### src/sv/pmn_pkg.sv
package pmn_pkg;

  // Sequencer states
  typedef enum logic [3:0] {
    ST_IDLE,
    ST_MEAN,
    ST_MEAN_W,
    ST_DADR,
    ST_SQX,
    ST_SQY,
    ST_SQRT,
    ST_SQRT_W,
    ST_MD,
    ST_MD_W,
    ST_NADR,
    ST_NDIV,
    ST_NDIV_W,
    ST_NOUT,
    ST_STAT
  } seq_state_t;

  // Shared unit operations
  typedef enum logic {
    OP_DIV,
    OP_SQRT
  } arith_op_t;

  // Result kinds
  localparam logic KIND_POINT = 1'b0;
  localparam logic KIND_STATS = 1'b1;

endpackage

### src/sv/pmn_arith.sv
// Shared bit-serial unit: restoring divide (one quotient bit per cycle)
// or digit-by-digit square root (one root bit per cycle).
module pmn_arith #(
  parameter int AW = 68
) (
  input  logic               clk,
  input  logic               rst_n,
  input  logic               go,
  input  pmn_pkg::arith_op_t op,
  input  logic [AW-1:0]      num,
  input  logic [AW-1:0]      den,
  output logic               done,
  output logic [AW-1:0]      res
);

  localparam int CTW = $clog2(AW + 1);

  pmn_pkg::arith_op_t op_r;
  logic [AW-1:0]  num_r, num_nxt;
  logic [AW-1:0]  den_r;
  logic [AW+1:0]  rem_r, rem_nxt;
  logic [AW-1:0]  q_r, q_nxt;
  logic [CTW-1:0] cnt_r;
  logic           run_r;
  logic           done_r;

  logic [AW+1:0] shifted;
  logic [AW+1:0] trial;
  logic [AW+2:0] diff;
  logic          ge;

  always_comb begin
    if (op_r == pmn_pkg::OP_DIV) begin
      shifted = {rem_r[AW:0], num_r[AW-1]};
      trial   = {2'b00, den_r};
      num_nxt = {num_r[AW-2:0], 1'b0};
    end else begin
      shifted = {rem_r[AW-1:0], num_r[AW-1:AW-2]};
      trial   = {q_r, 2'b01};
      num_nxt = {num_r[AW-3:0], 2'b00};
    end
    diff    = {1'b0, shifted} - {1'b0, trial};
    ge      = ~diff[AW+2];
    rem_nxt = ge ? diff[AW+1:0] : shifted;
    q_nxt   = {q_r[AW-2:0], ge};
  end

  always_ff @(posedge clk) begin
    if (go) begin
      op_r  <= op;
      num_r <= num;
      den_r <= den;
      rem_r <= '0;
      q_r   <= '0;
      cnt_r <= (op == pmn_pkg::OP_DIV) ? CTW'(AW) : CTW'(AW / 2);
    end else if (run_r) begin
      num_r <= num_nxt;
      rem_r <= rem_nxt;
      q_r   <= q_nxt;
      cnt_r <= cnt_r - CTW'(1);
    end
  end

  always_ff @(posedge clk) begin
    if (!rst_n) begin
      run_r  <= 1'b0;
      done_r <= 1'b0;
    end else begin
      done_r <= 1'b0;
      if (go) begin
        run_r <= 1'b1;
      end else if (run_r && cnt_r == CTW'(1)) begin
        run_r  <= 1'b0;
        done_r <= 1'b1;
      end
    end
  end

  assign done = done_r;
  assign res  = q_r;

endmodule

### config.mk
export PLATFORM = sky130hd
export DESIGN_NAME = pmn_arith
export DESIGN_NICKNAME = d
export VERILOG_FILES = /design/src/sv/pmn_pkg.sv /design/src/sv/pmn_arith.sv
export SDC_FILE = /design/constraint.sdc
export NUM_CORES = 1
export LEC_CHECK = 0
export BUFFER_PORTS_ARGS = -buffer_cell sky130_fd_sc_hd__buf_2
export CORE_AREA = 2 2 188 190
export DETAILED_ROUTE_END_ITERATION = 6
export DIE_AREA = 0 0 190 192
export MAX_ROUTING_LAYER = met4
export PLACE_DENSITY = 0.71
export SLEW_MARGIN = 15
export SYNTH_ARGS = -nofsm -noshare
export SYNTH_HDL_FRONTEND = slang
export SYNTH_SLANG_ARGS = --single-unit
### constraint.sdc
create_clock -name clk -period 6 [get_ports clk]
set_input_delay 0 -clock clk [delete_from_list [all_inputs] [get_ports clk]]
set_output_delay 0 -clock clk [all_outputs]
set_load 0.01 [all_outputs]
# Yosys cells after proc, flatten, opt, wreduce, memory -nomap -nowiden
# Index checks and enable logic that the tools add are counted.
# Widths: inputs -> output; s select.
classes:
  n_addsub: 2
  n_bitwise: 2
  reduce_logical: 4
  mux: 12
  n_eq_ne: 1
op_table:
  columns: ["cell", "n"]
  rows:
  - ["$mux 68", 3]
  - ["$mux 70", 2]
  - ["$sub 70x70->71", 1]
  - ["$mux 69", 1]
  - ["$mux 7", 3]
  - ["$eq 7x1->1 const B", 1]
  - ["$sub 7x1->7 const B", 1]
  - ["$reduce_bool 2->1", 2]
  - ["$mux 1", 3]
  - ["$not 1->1", 2]
  - ["$reduce_or 2->1", 1]
  - ["$logic_and 1x1->1", 1]
word_totals:
  in_bits: 140
  output_inout_bits: 69
  word_cells: 29
  reg_bits: 283

# Depth between registers and ports, before layout
depth:
  depth_word: 4
  ltp_mapped: 19
  ltp_nobuf: 13

# Least setup slack after synthesis
# No wires, ideal clock.
synth_timing:
  kind: "register -> register"
  startpoint: "register op_r"
  endpoint: "register rem_r[68]"
  setup_time_ns: 0.122
  path_buffers: 5
  stages_incl_launch_ff: 17
  slack_ns: 1.746
  arrival_time_ns: 4.132
  period_less_slack_ns: 4.254
  required_time_ns: 5.878
  path_cell_list: "edfxtp_1 > clkbuf_1 > clkbuf_1 > buf_1 > buf_1 > mux2i_1 > ha_1 > buf_2 > a21oi_1 > o21bai_1 > a21o_1 > or3_1 > a2111oi_4 > nor3_2 > nor4b_1 > a311o_1 > o21ai_1"
synth_between:
  elab_chain_len: 3
  word_cells_on_any_way: 4
  cone_classes: "add/sub (1); mux (3)"
synth_rtl:
  columns: ["item", "line_no", "rtl"]
  rows:
  - ["start, declared", "pmn_arith.sv:18", "pmn_pkg::arith_op_t op_r;"]
  - ["start signal, assigned", "pmn_arith.sv:50", "op_r <= op;"]
  - ["$mux 70", "pmn_arith.sv:33", "if (op_r == pmn_pkg::OP_DIV) begin"]
  - ["$sub 70x70->71", "pmn_arith.sv:42", "diff = {1'b0, shifted} - {1'b0, trial};"]
  - ["$mux 69 *", "pmn_arith.sv:44", "rem_nxt = ge ? diff[AW+1:0] : shifted;"]
  - ["end signal, assigned", "pmn_arith.sv:58", "rem_r <= rem_nxt;"]
  - ["end, declared", "pmn_arith.sv:21", "logic [AW+1:0] rem_r, rem_nxt;"]
# Every way passes the cells marked *; elsewhere a longest branch is shown, timed or not.
# A chain may end at the register's enable or synchronous reset.

# Worst setup path after layout
layout_timing:
  startpoint: "register op_r"
  endpoint: "register rem_r[59]"
# Same word-level chain as after synthesis.

==> metrics <==
status finished clean; share of layout cells above drive strength 1 17.9%; count of cell types in the netlist between 70 and 80; wire length per cell between 15 and 20 um; CP startpoint kind flip-flop; FF/Latch Area between 7000 and 8000 um2; Initial Utilization between 40% and 50%; Power Dens Cells between 400 and 500 nW/um2; clock skew around 0.024 ns; leakage dissipation between 8 and 9 nW; setup TNS 0 ns; FF-to-FF End rem_r[59]; CTS Buffer Depth 3; Mapped Nets approximately 2000; multi-input logic area between 9000 and 10000 um2; post-DP HPWL ~29000 um; main flop type after synthesis edfxtp_1; Psw between 3 and 4 mW; GRT Total Usage between 20% and 30%; Mapped Avg Cell Area around 9.6 um2; Die Y around 190 um; hold slack final 0.198 ns; CP Launch Point op_r; Switching Fraction approximately 41%; P&R area growth vs syn 22.2%; DRC Markers 0; total of warnings raised by yosys 0; cts bufs inserted 34; most frequent cells in the layout buf_2 (207), mux2i_1 (204), nor2_1 (198), nand2_1 (185), edfxtp_1 (144); Final Slew Violations 0; # rows 68; Achievable Freq roughly 210 MHz; vias in the first global route 13700; drt total wl 43600 um; combinational power share roughly half; Post-synth EDFFs roughly 140; Port Buffers about 210; critical path fanouts, max 97; worst reg2reg setup slack 1.25 ns; # Max-Cap Violations 0; CP required around 6.4 ns; post-CTS sizing 0; Critical Setup Path Class flip-flop to flip-flop; internal power 5.28 mW; Filler cells ~2800; CORE AREA about 34000 um2; global-route wire length before repair between 60000 and 70000 um; Worst setup EP type flip-flop; I/O pins 209; VDD IR max about 0.0004 V; hold depth 2; CTS clk-pin slew, worst paths about 0.06 ns; Slew headroom 33.5%; ys async rst share 0%; Clk Latency, worst-skew pair 0.51 ns; unrepaired setup endpoints after global routing no; final RePlAce weighted congestion between 0.9 and 1; Via Count between 10000 and 15000; worst setup path end rem_r[59]; CTS tree done; sequential share of power roughly 28%; CTS Root Buffer Type clkbuf_16; gr ovfl total 0; min-delay worst type input port to flip-flop; setup violators final 0; commonest non-fill, non-tap cell in the layout buf_2; DR vias/cell 5.64; Post-Route Utilization slightly above 60%; period utilisation layout between 70% and 80%; post-layout min period approximately 4.8 ns; Clk pwr share roughly a quarter; #FFs+latches synth ~280; RR Startpoint op_r; sequential area share after synthesis 41.5%; number of hold buffers added after cts roughly 140; Nets around 2300; Iteration-0 DRC Markers a little under 900; Worst-Margin Slew between 0.9 and 1 ns; clk sink count 283; die area about 36000 um2; Antenna diodes 0; largest net degree at the start of global routing about 100; synthesized instance count ~1800; ANT nets after route 0; initial antenna violation count 0; die width 190 um; Crit path arrival time around 5.2 ns; reg2reg path depth 14; count of final hold-check violations 0; synthesized area between 15000 and 20000 um2; H-Tree Depth 2; setup bufs post-CTS 0; drt first pass iters 5
==> metal layers <==
metal / global-route usage [%] / routed length (um) / vias to the layer above
li1: - / - / 7112
met2: 38.6 / 20100 / 391
met5: - / 0 / -
met1: 32.2 / 20200 / 6797
met3: 3.07 / 2470 / 53
met4: 5.46 / 766 / 0
==> state kept, by name, summed over array words and instances, names as in the netlist <==
register / cells
rem_r: 69
den_r: 68
num_r: 68
res: 68
cnt_r: 7
done: 1
op_r: 1
run_r: 1
==> Yosys cell counts (32+ instances only) <==
cell / instances / area [um2]
o21ai_0: 131 / 656
ha_1: 72 / 901
nor2_1: 198 / 743
mux2_2: 68 / 766
clkbuf_1: 63 / 236
a21oi_1: 122 / 611
nand2_1: 185 / 694
mux2i_1: 204 / 2040
dfxtp_1: 139 / 2780
edfxtp_1: 144 / 4320
xor2_1: 32 / 280
a211oi_1: 34 / 255
==> through the flow <==
stage / instance area, um2 / cells / total power [mW] / worst slack, ns
floorplan: 17100 / 1785 / 5.82 / 1.75
global placement: 18300 / 2343 / 6.58 / 1.36
detailed placement: 18300 / 2343 / 6.65 / 1.27
CTS: 20900 / 2544 / 8.87 / 1.25
global route: 20900 / 2544 / 9.49 / 0.875
finish: 20900 / 2544 / 8.88 / 1.25
==> cells by family after synthesis <==
kind of cell             Yosys count  synth area share [%]
AO/OA/AOI/OAI                    442                  16.9
XOR/XNOR                          63                  3.23
adder cells (fa/ha/maj)           73                  5.38
buffers and inverters            148                  3.69
flip-flops                       283                  41.5
multiplexers                     272                  16.4
AND/OR/NAND/NOR                  504                  12.9
==> power by group through the flow <==
stage / combinational (mW) / clock (mW) / sequential, mW
2_1_floorplan: 3.38 / 0 / 2.43
3_3_place_gp: 4.09 / 0 / 2.49
3_5_place_dp: 4.15 / 0 / 2.49
4_1_cts: 4.25 / 2.16 / 2.46
5_1_grt: 4.77 / 2.24 / 2.49
6_report: 4.31 / 2.11 / 2.46
==> final cells by class <==
class | count | share of cell area, %
repair buffers | 362 | 12.3
clock buffers | 44 | 4.70
clock inverters | 18 | 0.856
flip-flops and latches | 283 | 34.0
well taps | 455 | 2.72
inverters | 28 | 0.503
multi-input cells | 1354 | 44.9
==> critical path, stage by stage (launching register included) <==
cell and delay [ns]:
edfxtp_1 0.42, buf_12 0.44, mux2_2 0.42, ha_1 0.33, nor2b_1 0.17, o2111ai_1 0.33, a31oi_1 0.23, o211ai_2 0.28
a41o_1 0.26, nand3_2 0.16, a21boi_4 0.78, buf_4 0.40, nand2_1 0.08, o311a_1 0.14, nor3_2 0.14
==> worst min path at each step <==
stage / from / to / slack, ns
2_1_floorplan: den[0] / den_r[0] / 0.1
3_3_place_gp: den[53] / den_r[53] / 0.18
3_5_place_dp: den[51] / den_r[51] / 0.18
4_1_cts: den[25] / den_r[25] / 0.17
5_1_grt: den[33] / den_r[33] / 0.18
6_report: den[35] / den_r[35] / 0.20
No activity file was read; power rests on OpenSTA's default activity.
